==> config.mk <==
export PLATFORM = sky130hd
export DESIGN_NAME = qn_sqrt_cell
export DESIGN_NICKNAME = d
export VERILOG_FILES = /design/src/hw/rtl/quaternion_normalizer_macros.svh /design/src/hw/rtl/qn_pkg.sv /design/src/hw/rtl/qn_sqrt_cell.sv
export SDC_FILE = /design/constraint.sdc
export NUM_CORES = 1
export LEC_CHECK = 0
export BUFFER_PORTS_ARGS = -buffer_cell sky130_fd_sc_hd__buf_2
export CAP_MARGIN = 20
export CORE_AREA = 2 2 134 136
export DETAILED_ROUTE_END_ITERATION = 10
export DIE_AREA = 0 0 136 138
export GPL_TIMING_DRIVEN = 0
export PLACE_DENSITY = 0.69
export SYNTH_ARGS = -nofsm -noshare
export SYNTH_HDL_FRONTEND = slang
export SYNTH_SLANG_ARGS = --single-unit
==> constraint.sdc <==
create_clock -name clk -period 13 [get_ports clk]
set_clock_uncertainty 0.05 [all_clocks]
set_input_delay 1.3 -clock clk [delete_from_list [all_inputs] [get_ports clk]]
set_output_delay 1.3 -clock clk [all_outputs]
set_load 0.02 [all_outputs]
==> src/hw/rtl/quaternion_normalizer_macros.svh <==
// Assertion helpers shared by the normalizer RTL.
`ifndef QUATERNION_NORMALIZER_MACROS_SVH
`define QUATERNION_NORMALIZER_MACROS_SVH

// Same-cycle implication, checked out of reset.
`define QN_ASSERT_NOW(lbl, ante, cons) \
  lbl: assert property (@(posedge clk) disable iff (!rst_n) (ante) |-> (cons)) \
    else $error("qn assertion failed");

// Next-cycle implication, checked out of reset.
`define QN_ASSERT_NEXT(lbl, ante, cons) \
  lbl: assert property (@(posedge clk) disable iff (!rst_n) (ante) |=> (cons)) \
    else $error("qn assertion failed");

`endif

==> src/hw/rtl/qn_pkg.sv <==
package qn_pkg;

  localparam int CompBits    = 16;
  localparam int FracBits    = 14;
  localparam int NumComps    = 4;
  localparam int FrontStages = 4;
  localparam int SqBits      = 2 * CompBits + 1;
  localparam int RootBits    = CompBits + 1;
  localparam int RadBits     = 2 * RootBits;
  localparam int RemBits     = RootBits + 2;
  localparam int QuoBits     = FracBits + 1;
  localparam int DivRemBits  = RootBits + 1;
  localparam int DvdBits     = CompBits + FracBits;
  localparam int HiBits      = DvdBits - QuoBits;

  // Item state inside the square-root cells.
  typedef struct packed {
    logic [RadBits-1:0]                   rad;
    logic [RemBits-1:0]                   rem;
    logic [RootBits-1:0]                  root;
    logic [NumComps-1:0][CompBits-1:0]    mag;
    logic [NumComps-1:0]                  neg;
    logic [SqBits-1:0]                    sumsq;
    logic                                 zero;
  } sq_t;

  // Item state inside the divider cells, four lanes sharing one divisor.
  typedef struct packed {
    logic [NumComps-1:0][DivRemBits-1:0]  rem;
    logic [NumComps-1:0][QuoBits-1:0]     low;
    logic [NumComps-1:0][QuoBits-1:0]     quo;
    logic [RootBits-1:0]                  len;
    logic [NumComps-1:0]                  neg;
    logic [SqBits-1:0]                    sumsq;
    logic                                 zero;
  } dv_t;

endpackage

==> src/hw/rtl/qn_sqrt_cell.sv <==
module qn_sqrt_cell (
  input  logic         clk,
  input  logic         rst_n,
  input  logic         in_valid,
  output logic         in_ready,
  input  qn_pkg::sq_t  in_data,
  output logic         out_valid,
  input  logic         out_ready,
  output qn_pkg::sq_t  out_data
);

  logic                         valid_r;
  qn_pkg::sq_t                  data_r;
  qn_pkg::sq_t                  data_nxt;
  logic [qn_pkg::RemBits-1:0]   rem_sh;
  logic [qn_pkg::RemBits-1:0]   trial;

  assign in_ready  = !valid_r || out_ready;
  assign out_valid = valid_r;
  assign out_data  = data_r;

  // one root bit per cell: bring down two radicand bits, try (4*root + 1)
  always_comb begin
    data_nxt     = in_data;
    rem_sh       = {in_data.rem[qn_pkg::RemBits-3:0], in_data.rad[qn_pkg::RadBits-1 -: 2]};
    trial        = {in_data.root, 2'b01};
    data_nxt.rad = {in_data.rad[qn_pkg::RadBits-3:0], 2'b00};
    if (rem_sh >= trial) begin
      data_nxt.rem  = rem_sh - trial;
      data_nxt.root = {in_data.root[qn_pkg::RootBits-2:0], 1'b1};
    end else begin
      data_nxt.rem  = rem_sh;
      data_nxt.root = {in_data.root[qn_pkg::RootBits-2:0], 1'b0};
    end
  end

  always_ff @(posedge clk) begin
    if (!rst_n) begin
      valid_r <= 1'b0;
    end else if (in_ready) begin
      valid_r <= in_valid;
    end
    if (in_ready && in_valid) begin
      data_r <= data_nxt;
    end
  end

endmodule

# After elaboration in Yosys (flattened, before gate mapping)
# Index checks and enable logic that the tools add are counted.
classes:
  order_cmp: 1
  add_sub_neg: 1
  n_reduce_logical: 3
  mux: 1
ops:
  columns: ["op", "count"]
  rows:
  - ["$mux 36", 1]
  - ["$ge 19x19->1", 1]
  - ["$sub 19x19->19", 1]
  - ["$logic_and 1x1->1", 1]
  - ["$logic_not 1->1", 1]
  - ["$logic_or 1x1->1", 1]
word_totals:
  ff_bits: 171

# Longest topological paths before layout
depth:
  ltp_word: 3
  ltp_mapped: 11
  mapped_depth_nobuf: 8

# Worst setup path before layout
# No wires, ideal clock.
synth_path:
  path_type: "in2reg"
  start: "in out_ready"
  end: "reg data_r, in the netlist out_data[0] (enable)"
  path_buffers: 0
  arrival_time_ps: 5478
  path_stages: 2
  path_slack_ps: 6922
  path_cell_list: "nand2b_1 -> and2_1"
synth_via:
  elab_chain_len: 2
synth_rtl:
  columns: ["item", "line", "text"]
  rows:
  - ["start, declared", "qn_sqrt_cell.sv:8", "input logic out_ready,"]
  - ["$logic_or 1x1->1", "qn_sqrt_cell.sv:18", "assign in_ready = !valid_r || out_ready;"]
  - ["$logic_and 1x1->1", "qn_sqrt_cell.sv:43", "if (in_ready && in_valid) begin"]
  - ["end signal, assigned", "qn_sqrt_cell.sv:44", "data_r <= data_nxt;"]
  - ["end, declared", "qn_sqrt_cell.sv:13", "qn_pkg::sq_t data_r;"]
# No other way between the ends.
# A chain may end at the register's enable or synchronous reset.

==> metrics.txt <==
Worst Path Required=13.13 ns; Port Buf Inserts=345; largest cells by area after synthesis=edfxtp_1, ha_1, a21oi_1; Worst Hold Class=reg -> reg; RD Place Congestion=0.876; Vias/cell=4.62; num rows=49; placed cells=935; sequential area share after synthesis=79.0%; Clock transition at path regs=0.07 ns; setup bufs post-CTS=0; Main synth FF type=edfxtp_1; first-pass GRT wire length=26,400 µm; Least-Margin Pin Slew=about 0.83 ns; Ports=350; vias=4,476; Worst Path Max Fanout=10; pre-CTS setup slack=9.13 ns; Starting Density=37.0%; Post-synth EDFFs=170; Hold-fix buffers, CTS=0; Yosys reg bits=171; syn avg cell area=18.1 µm²; GRT Util Overall=19.4%; Layout Nets=920; worst skew pair latency=between 0.4 and 0.5 ns; CP arrival=approximately 3.6 ns; Post-DP HPWL=14,700 µm; Antenna Violating Nets Remaining=0; CTS tree=yes; hold slack=0.491 ns; area grow syn2layout=40.9%; total gr overflow=0; Die Area=0.0188 mm²; FFs w/ async S/R, synth=0%; antenna violations before repair=3; crit-path leading delay family=compound AO/OA/AOI/OAI gates; largest area contributor in the netlist=edfxtp_1; Worst path slowest cell=ha_1; critical path depth in cells=11; status=complete, no violations; cell chain of the critical path=buf_2 > inv_1 > ha_1 > a211oi_1 > nand3_1 > and2_1 > a31oi_2 > o21a_1 > buf_6 > buf_12 > mux2_4; vias in the first global route=4,320; CP Buf/Inv Count=4; setup ws final=about 9.6 ns; max_slew headroom=44.6%; DRC errors left=0; yosys warns=0; Final min period=3.45 ns; DR iter-0 viols=275; synthesized area=0.00648 mm²; Die X=between 100 and 150 µm; wire per inst=~19 µm; Routed WL=18,700 µm; crit path launch type=input pin; Fmax=290 MHz; share of the synthesized area in the top cell type=78.7%; TNS Setup=0 ns; largest vdd supply drop=103 µV; core area=0.0175 mm²; clk root buf=clkbuf_16; RSZ-0062 raised after global routing=false; power per cell area=148 mW/mm²; LEAKAGE=3.99 nW; number of non-filler instances in the completed layout=968; CTS Buffer Depth=2; period utilisation layout=26.5%; slowest stage delay, CP=0.37 ns; Detailed Routing Iterations Pass 1=4; clk sinks=~170; critical path class=in -> reg; WHS Path Cells=2; post_cts resized=0; H-tree depth=4; Slew Viols, Final=0; die height=138 µm; setup violators final=0; post-synthesis cell type count=48; final hold violation count=0; largest net degree at the start of global routing=slightly above 60; max_cap viols=0; worst r2r path cells=4; Critical Path Sink Type=flip-flop; Mapped Cells=358; cts bufs inserted=17; share of cells above drive strength 1=55.6%
layout by cell type (no fill, tap or decap), drive strengths merged, types with 4 or more instances in the layout:
cell and count:
nand4 4, xnor2 8, nor2 12, inv 35
edfxtp 170, a21oi 23, clkbuf 17, nand2 14
a31oi 4, mux2 14, buf 354, o211ai 5
clkinv 6, xor2 6, o21ai 8, ha 19
tightest hold or removal path: cells and delay by family (launching register included):
| kind | cells | cell delay [ns] |
|---|---|---|
| flip-flops | 1 | 0.31 |
| AO/OA/AOI/OAI | 1 | 0.09 |
| AND/OR/NAND/NOR | 1 | 0.10 |
per-stage QoR:
step	area, µm²	utilization (%)	power [mW]
floorplan	6490	-	0.794
global placement	8500	48.5	0.874
detailed placement	8560	48.8	0.874
CTS	9140	52.1	1.37
global route	9140	52.1	1.41
finish	9140	52.1	1.35
metal layers:
layer	part of all wire (%)	wire [µm]	GRT usage [%]	vias to the layer above
li1	-	-	-	2110
met1	36	6780	21.6	2149
met2	51	9630	33.5	183
met3	9.5	1770	7.26	30
met4	2.8	516	7.62	4
met5	0.16	30	0	-
Yosys cell counts (4+ instances only):
| master | instances |
|---|---|
| edfxtp_1 | 170 |
| inv_1 | 27 |
| a21oi_1 | 22 |
| ha_1 | 19 |
| nand2_1 | 12 |
| nor2_1 | 12 |
| mux2_2 | 9 |
| o21ai_0 | 8 |
| xnor2_1 | 8 |
| xor2_1 | 6 |
| mux2_4 | 5 |
| o211ai_1 | 5 |
| buf_4 | 4 |
| nand4_1 | 4 |
cell families (layout without fill, tap and decap cells):
| family | after synthesis | count (layout) | synth area share (%) |
|---|---|---|---|
| AO/OA/AOI/OAI | 60 | 60 | 6.43 |
| XOR/XNOR | 14 | 14 | 1.89 |
| adder cells (fa/ha/maj) | 19 | 19 | 3.67 |
| buffers and inverters | 34 | 413 | 2.59 |
| flip-flops | 171 | 171 | 79.0 |
| multiplexers | 15 | 15 | 2.88 |
| other | 1 | 3 | 0.0578 |
| AND/OR/NAND/NOR | 44 | 44 | 3.45 |
registers in the layout, summed over array words and instances, names as in the netlist:
register / cells
out_valid: 1
out_data: 170
worst paths after layout:
kind | start | end | slack (ns)
setup reg to reg | out_valid$_SDFFE_PN0N_ | out_data[28]$_DFFE_PP_ | 10.82
hold / removal | out_valid$_SDFFE_PN0N_ | out_valid$_SDFFE_PN0N_ | 0.49
setup / recovery | in_data[106] | out_data[132]$_DFFE_PP_ | 9.55
hold reg to reg | out_valid$_SDFFE_PN0N_ | out_valid$_SDFFE_PN0N_ | 0.49
power by group:
group / leakage (nW) / internal [mW] / switching, mW
Clock: 0.281 / 0.256 / 0.236
Sequential: 1.65 / 0.651 / 0.00790
Combinational: 2.06 / 0.0779 / 0.124
Total: 3.99 / 0.985 / 0.368
layout make-up:
cell class                 instances  area [µm²]
multi-input combinational        154        1200
buffer                             7        66.3
antenna                            1        2.50
inverter                          27         101
timing repair buffer             347        1780
tap                              229         287
fill                            1522        8400
clock inverter                    15         153
clock buffer                      17         425
sequential                       171        5120
(Power assumes the default switching activity.)
