## config.mk

```make
export PLATFORM = sky130hd
export DESIGN_NAME = qn_div_cell
export DESIGN_NICKNAME = d
export VERILOG_FILES = /design/src/hw/rtl/quaternion_normalizer_macros.svh /design/src/hw/rtl/qn_pkg.sv /design/src/hw/rtl/qn_div_cell.sv
export SDC_FILE = /design/constraint.sdc
export NUM_CORES = 1
export LEC_CHECK = 0
export ABC_AREA = 1
export BUFFER_PORTS_ARGS = -buffer_cell sky130_fd_sc_hd__buf_2
export CELL_PAD_IN_SITES_DETAIL_PLACEMENT = 1
export CELL_PAD_IN_SITES_GLOBAL_PLACEMENT = 1
export CORE_ASPECT_RATIO = 1.2
export CORE_MARGIN = 10
export CORE_UTILIZATION = 30
export DETAILED_ROUTE_END_ITERATION = 8
export PLACE_DENSITY = 0.65
export SYNTH_ARGS = -nofsm -noshare
export SYNTH_HDL_FRONTEND = slang
export SYNTH_SLANG_ARGS = --single-unit
```

## constraint.sdc

```tcl
create_clock -name clk -period 21.6 [get_ports clk]
set_input_delay 3.24 -clock clk [delete_from_list [all_inputs] [get_ports clk]]
set_output_delay 3.24 -clock clk [all_outputs]
set_load 0.05 [all_outputs]
```

## src/hw/rtl/quaternion_normalizer_macros.svh

```systemverilog
// Assertion helpers shared by the normalizer RTL.
`ifndef QUATERNION_NORMALIZER_MACROS_SVH
`define QUATERNION_NORMALIZER_MACROS_SVH

// Same-cycle implication, checked out of reset.
`define QN_ASSERT_NOW(lbl, ante, cons) \
  lbl: assert property (@(posedge clk) disable iff (!rst_n) (ante) |-> (cons)) \
    else $error("qn assertion failed");

// Next-cycle implication, checked out of reset.
`define QN_ASSERT_NEXT(lbl, ante, cons) \
  lbl: assert property (@(posedge clk) disable iff (!rst_n) (ante) |=> (cons)) \
    else $error("qn assertion failed");

`endif

```

## src/hw/rtl/qn_pkg.sv

```systemverilog
package qn_pkg;

  localparam int CompBits    = 16;
  localparam int FracBits    = 14;
  localparam int NumComps    = 4;
  localparam int FrontStages = 4;
  localparam int SqBits      = 2 * CompBits + 1;
  localparam int RootBits    = CompBits + 1;
  localparam int RadBits     = 2 * RootBits;
  localparam int RemBits     = RootBits + 2;
  localparam int QuoBits     = FracBits + 1;
  localparam int DivRemBits  = RootBits + 1;
  localparam int DvdBits     = CompBits + FracBits;
  localparam int HiBits      = DvdBits - QuoBits;

  // Item state inside the square-root cells.
  typedef struct packed {
    logic [RadBits-1:0]                   rad;
    logic [RemBits-1:0]                   rem;
    logic [RootBits-1:0]                  root;
    logic [NumComps-1:0][CompBits-1:0]    mag;
    logic [NumComps-1:0]                  neg;
    logic [SqBits-1:0]                    sumsq;
    logic                                 zero;
  } sq_t;

  // Item state inside the divider cells, four lanes sharing one divisor.
  typedef struct packed {
    logic [NumComps-1:0][DivRemBits-1:0]  rem;
    logic [NumComps-1:0][QuoBits-1:0]     low;
    logic [NumComps-1:0][QuoBits-1:0]     quo;
    logic [RootBits-1:0]                  len;
    logic [NumComps-1:0]                  neg;
    logic [SqBits-1:0]                    sumsq;
    logic                                 zero;
  } dv_t;

endpackage

```

## src/hw/rtl/qn_div_cell.sv

```systemverilog
module qn_div_cell (
  input  logic         clk,
  input  logic         rst_n,
  input  logic         in_valid,
  output logic         in_ready,
  input  qn_pkg::dv_t  in_data,
  output logic         out_valid,
  input  logic         out_ready,
  output qn_pkg::dv_t  out_data
);

  logic                                               valid_r;
  qn_pkg::dv_t                                        data_r;
  qn_pkg::dv_t                                        data_nxt;
  logic [qn_pkg::NumComps-1:0][qn_pkg::DivRemBits-1:0] rem_sh;
  logic [qn_pkg::DivRemBits-1:0]                      dvsr;

  assign in_ready  = !valid_r || out_ready;
  assign out_valid = valid_r;
  assign out_data  = data_r;

  // one quotient bit per cell in each of the four lanes
  always_comb begin
    data_nxt = in_data;
    dvsr     = {1'b0, in_data.len};
    for (int i = 0; i < qn_pkg::NumComps; i++) begin
      rem_sh[i] = {in_data.rem[i][qn_pkg::DivRemBits-2:0],
                   in_data.low[i][qn_pkg::QuoBits-1]};
      data_nxt.low[i] = {in_data.low[i][qn_pkg::QuoBits-2:0], 1'b0};
      if (rem_sh[i] >= dvsr) begin
        data_nxt.rem[i] = rem_sh[i] - dvsr;
        data_nxt.quo[i] = {in_data.quo[i][qn_pkg::QuoBits-2:0], 1'b1};
      end else begin
        data_nxt.rem[i] = rem_sh[i];
        data_nxt.quo[i] = {in_data.quo[i][qn_pkg::QuoBits-2:0], 1'b0};
      end
    end
  end

  always_ff @(posedge clk) begin
    if (!rst_n) begin
      valid_r <= 1'b0;
    end else if (in_ready) begin
      valid_r <= in_valid;
    end
    if (in_ready && in_valid) begin
      data_r <= data_nxt;
    end
  end

endmodule

```

# After elaboration in Yosys (flattened, before gate mapping)
# Cells that the tools add are included.
# op_classes
addsub	4
n_lt_le_gt_ge	4
mux	8
reduce_logical	3
# op_table
cell	n
greater-or-equal comparator 18 x 17 -> 1 bit	4
2-to-1 mux 18 bit	4
subtractor 18 x 17 -> 18 bit	4
2-to-1 mux 1 bit	4
logical AND 1 bit	1
logical NOT 1 bit	1
logical OR 1 bit	1
# word_totals
regBits	244
inputBits	251
out_inout_bits	249
word_cells	36

# Logic depth before layout (Yosys ltp)
# depth
ltp_word	3
depth_mapped	14
depth_no_buf	14

# Worst setup path before layout
# Ideal clock, no wire load.
# synth_path
kind	input port to flip-flop
start	input in_valid
end	register data_r, in the netlist out_data[0] (enable)
setup_time_ns	0.926
arrival_time_ns	14.932
required_ns	20.674
path_slack_ns	5.742
stages	2
path_buffers	0
path_cell_list	inv_1 -> a21oi_1
# synth_via
elab_chain_cells	1
# synth_lines
item	line	source
start: declaration	qn_div_cell.sv:4	input logic in_valid,
logical AND 1 bit	qn_div_cell.sv:46	if (in_ready && in_valid) begin
end signal: assignment	qn_div_cell.sv:47	data_r <= data_nxt;
end: declaration	qn_div_cell.sv:13	qn_pkg::dv_t data_r;
# Every way passes these cells.
# A chain may end at the register's enable or synchronous reset.

# Worst setup path in the final report
# layout_path
start	input out_ready
end	output in_ready
# layout_via
elab_chain_cells	1
# layout_lines
item	line	source
start: declaration	qn_div_cell.sv:8	input logic out_ready,
logical OR 1 bit	qn_div_cell.sv:18	assign in_ready = !valid_r || out_ready;
end: declaration	qn_div_cell.sv:5	output logic in_ready,
# Every way passes these cells.

==> reports/summary.md <==
The number of clock buffers added by TritonCTS is 28. The first TritonRoute pass finished after 4 iterations. The tools report the capturing point of the worst reg2reg path as out_data[224]. The run gives 3 as the buffer levels on the longest clock path. The minimum hold slack was 0.620 ns. The total area inside the core boundary comes to 0.0447 mm2.

Hold path startpoint: out_valid. For this block, the routed nets add up to 54,800 um of wire. The mean area per synthesized cell is 8.93 um2, and the number of cell rows is 85.

Deepest level of the CTS H-tree: 1. Once detailed placement completed, the half-perimeter wirelength came to 45,200 um. VDD sags by at most 0.0557 mV.

For the share of synthesized area occupied by flip-flops and latches, the log shows 54.1%. The worst setup path is captured at an output port. After detailed routing, the average wire length per cell comes to 20.9 um.

The number of buffers added to fix hold violations after cts is 0, and the count of max-cap constraint violations is 0. The width of the die was 214 um. For this configuration, the core starts out at a cell density of 30.3%.

For the worst slew margin relative to its limit, the log shows 23.7%. The area of all sequential standard cells was 0.00732 mm2. Counting cells, the worst reg-to-reg path comes to 3. After synthesis the netlist holds a flip-flop and latch count of 244. The worst setup path is launched from a primary input. The die covers 0.0540 mm2. After technology mapping, the gate count stands at 1,514.

Relative to the synthesized area, the layout overhead comes to 29.5%. The run gives 0 as the post-CTS setup buffer count. For hold timing, the worst endpoint is out_valid. CTS placed an instance of sky130_fd_sc_hd__clkbuf_16 at the clock tree root.

In this run the biggest area consumer among cell types represents 54.0% of the synthesized area. For the final hold violation count, the log shows 0. Height of the die: 253 um. The maximum cell stage delay along the critical path is 0.23 ns, and the power density of the placed cells is 82.5 mW/mm2.

After synthesis, the share of flip-flops with an asynchronous set or reset is 0%. Pin placement for this block handled 500 I/O pins. Data on the critical path is required at its endpoint by 18.36 ns.

CTS saw 244 sinks. Number of nets in the layout: 2,348. The path class of the tightest hold or removal check is register to register.

Slowest library cell on the worst path: sky130_fd_sc_hd__buf_2. The via-per-instance ratio is 4.53, and the violation count after the first detailed-routing iteration is 532. For the finished layout, the period the worst path requires is 7.05 ns. The run gives 0 as the count of yosys warnings during synthesis. After the flow finishes, the layout carries non-filler instances totaling 2,619. The run gives 9.05 nW as the leakage component of the power. The count of nets left with antenna violations once routing finished came out at 0. Input and output buffers added on the ports amount to 487. At the pin with the least slew margin, the transition time is 1.14 ns.

The number of cells in the design after placement was 2,560; the post-synthesis cell type count was 30. The tools report the remaining design rule violation count as 0. Dividing the final minimum period by the clock period gives 32.6%. Traced cell by cell, the critical path runs through buf_2 -> inv_1 -> nand2_1 -> buf_2. The largest fanout of any net on the critical path was 2. Clock skew on the completed layout was measured at 0.0190 ns. In the global route stage, overall resource usage came out at 19.4%.

Entering global routing, the biggest net connects 87 pins. For the via count of the first global-routing pass, the log shows 12,500. The first global-routing pass estimated 78,200 um of wire. Yosys attributes the largest share of cell area to sky130_fd_sc_hd__edfxtp_1 (54%), sky130_fd_sc_hd__nand2_1 (18%), sky130_fd_sc_hd__inv_1 (6.5%), sky130_fd_sc_hd__ha_1 (6.3%), sky130_fd_sc_hd__nand3_1 (2.4%).

The count of flip-flops with a built-in enable after synthesis came out at 243. The largest total area in the synthesized netlist belongs to sky130_fd_sc_hd__edfxtp_1. The run gives 0.00511 mm2 as the area of combinational cells with multiple inputs. The commonest cells after synthesis are sky130_fd_sc_hd__nand2_1 (652), sky130_fd_sc_hd__edfxtp_1 (243), sky130_fd_sc_hd__inv_1 (234), sky130_fd_sc_hd__ha_1 (68), sky130_fd_sc_hd__nand3_1 (64).

TritonCTS built the clock tree. The design draws 1.44 mW. The run gives 21 as the initial antenna violation count. The total number of vias was 11,900. Counting the fill cells in the layout gives 5,439.

The count of endpoints failing setup in the final report is 0, and the total negative setup slack is 0 ns. The number of buffers and inverters on the critical path is 3. The worst endpoint data arrival time came out at 3.81 ns. After global routing the overflow that remains totals 0. The primary flip-flop cell chosen by synthesis mapping was sky130_fd_sc_hd__edfxtp_1. By startpoint and endpoint, the worst setup path is classified as primary input to output port. The startpoint identified for the worst register-to-register timing path is out_valid.

For this run, the top clock speed supported by timing is 0.142 GHz. The number of instances on the worst hold path was 2. Setup repair after global routing left no endpoint under its margin. Among cell families on the critical path, the largest total delay comes from buffers and inverters.

At the end of the flow the core is filled with cells to 39.2%. Most common cell in the synthesized netlist: sky130_fd_sc_hd__nand2_1. Counting stages on the worst path, the most repeated cell is sky130_fd_sc_hd__buf_2.

The flow ran to the end, and the final reports show no timing, DRC or antenna violations. The logs give 0 for the total count of max-transition violations in the final report and 18.14 ns for the slack of the worst reg-to-reg path. The clock insertion delay at the later pin of the skew report came out at 0.57 ns. The total of cells resized after clock tree synthesis came out at 0.

The clock-pin slew reported for the worst setup and hold paths after clock tree synthesis was 0.06 ns; the final weighted congestion in routability-driven placement was 0.885. The cell area after synthesis came out at 0.0135 mm2. The post-route netlist has 31.2% of its cells at a drive strength greater than 1.
## worst min-delay path, cell delays in order, from the launching register on
cell,delay (ns)
sky130_fd_sc_hd__dfxtp_1,0.36
sky130_fd_sc_hd__nand2_1,0.12
sky130_fd_sc_hd__a21boi_0,0.09
## cell families (layout without fill, tap and decap cells)
group                    count (synthesis)  after routing  share of synthesized area, %
AO/OA/AOI/OAI                           42             42                          2.02
XOR/XNOR                                28             28                          1.81
adder cells (fa/ha/maj)                 72             72                          6.89
other                                    1             12                        0.0277
flip-flops                             244            244                          54.1
buffers and inverters                  274            803                          8.22
AND/OR/NAND/NOR                        853            853                          26.9
## placed cells by master (no fill, tap or decap), types with 3 or more instances in the layout
cell type	instances
sky130_fd_sc_hd__inv_2	23
sky130_fd_sc_hd__inv_6	5
sky130_fd_sc_hd__buf_2	487
sky130_fd_sc_hd__buf_4	3
sky130_fd_sc_hd__nand4_1	6
sky130_fd_sc_hd__fa_1	4
sky130_fd_sc_hd__nor2_4	8
sky130_fd_sc_hd__a21oi_4	5
sky130_fd_sc_hd__a21oi_2	4
sky130_fd_sc_hd__nor3_1	8
sky130_fd_sc_hd__conb_1	4
sky130_fd_sc_hd__edfxtp_1	243
sky130_fd_sc_hd__xnor2_1	5
sky130_fd_sc_hd__nand3_1	64
sky130_fd_sc_hd__nand2_1	652
sky130_fd_sc_hd__nand4_2	5
sky130_fd_sc_hd__inv_1	234
sky130_fd_sc_hd__nand2_2	36
sky130_fd_sc_hd__nor2_2	7
sky130_fd_sc_hd__clkinv_1	6
sky130_fd_sc_hd__a21oi_1	32
sky130_fd_sc_hd__xor2_1	23
sky130_fd_sc_hd__ha_1	68
sky130_fd_sc_hd__or2_2	5
sky130_fd_sc_hd__clkbuf_16	29
sky130_fd_sc_hd__clkbuf_1	5
sky130_fd_sc_hd__nor2_1	52
sky130_fd_sc_hd__diode_2	8
sky130_fd_sc_hd__clkinv_2	8
sky130_fd_sc_hd__nand3_2	5
sky130_fd_sc_hd__nand4_4	4
## registers in the layout (all words and copies together), names as in the netlist
register,flops
out_valid,1
out_data,243
## final cells by class
type / count / area share [%]
antenna: 8 / 0.114
clock buffer: 34 / 4.25
clock inverter: 17 / 0.887
inverter: 262 / 5.62
multi-input combinational: 999 / 29.2
sequential: 244 / 41.8
tap: 565 / 4.04
timing repair buffer: 490 / 14.1
## per-layer routing
metal,global-route usage [%],vias to the layer above,wire (um)
met1,20.8,5548,20100
met3,7.19,94,5790
met5,0,-,149
li1,-,5803,-
met4,6.23,24,1450
met2,34.5,383,27300
## stage by stage
| step | worst slack, ns | area [um2] |
|---|---|---|
| after floorplan | 5.74 | 13500 |
| after global placement | 14.63 | 16600 |
| after detailed placement | 14.56 | 16600 |
| after CTS | 14.56 | 17500 |
| after global routing | 14.54 | 17500 |
| final | 14.55 | 17500 |
## power breakdown
| part | switching, mW | internal (mW) |
|---|---|---|
| registers | 0.00929 | 0.569 |
| clock network | 0.205 | 0.271 |
| logic | 0.291 | 0.0989 |
| total | 0.505 | 0.939 |
## worst max path at each step
| stage | start | to | slack (ns) | cells after the start |
|---|---|---|---|---|
| final | out_ready | in_ready | 14.55 | 4 |
| after global routing | out_ready | in_ready | 14.54 | 4 |
| after CTS | out_ready | in_ready | 14.56 | 4 |
| after detailed placement | out_ready | in_ready | 14.56 | 4 |
| after global placement | out_ready | in_ready | 14.63 | 4 |
| after floorplan | in_valid | out_data[0] | 5.74 | 2 |
(Power assumes the default switching activity.)
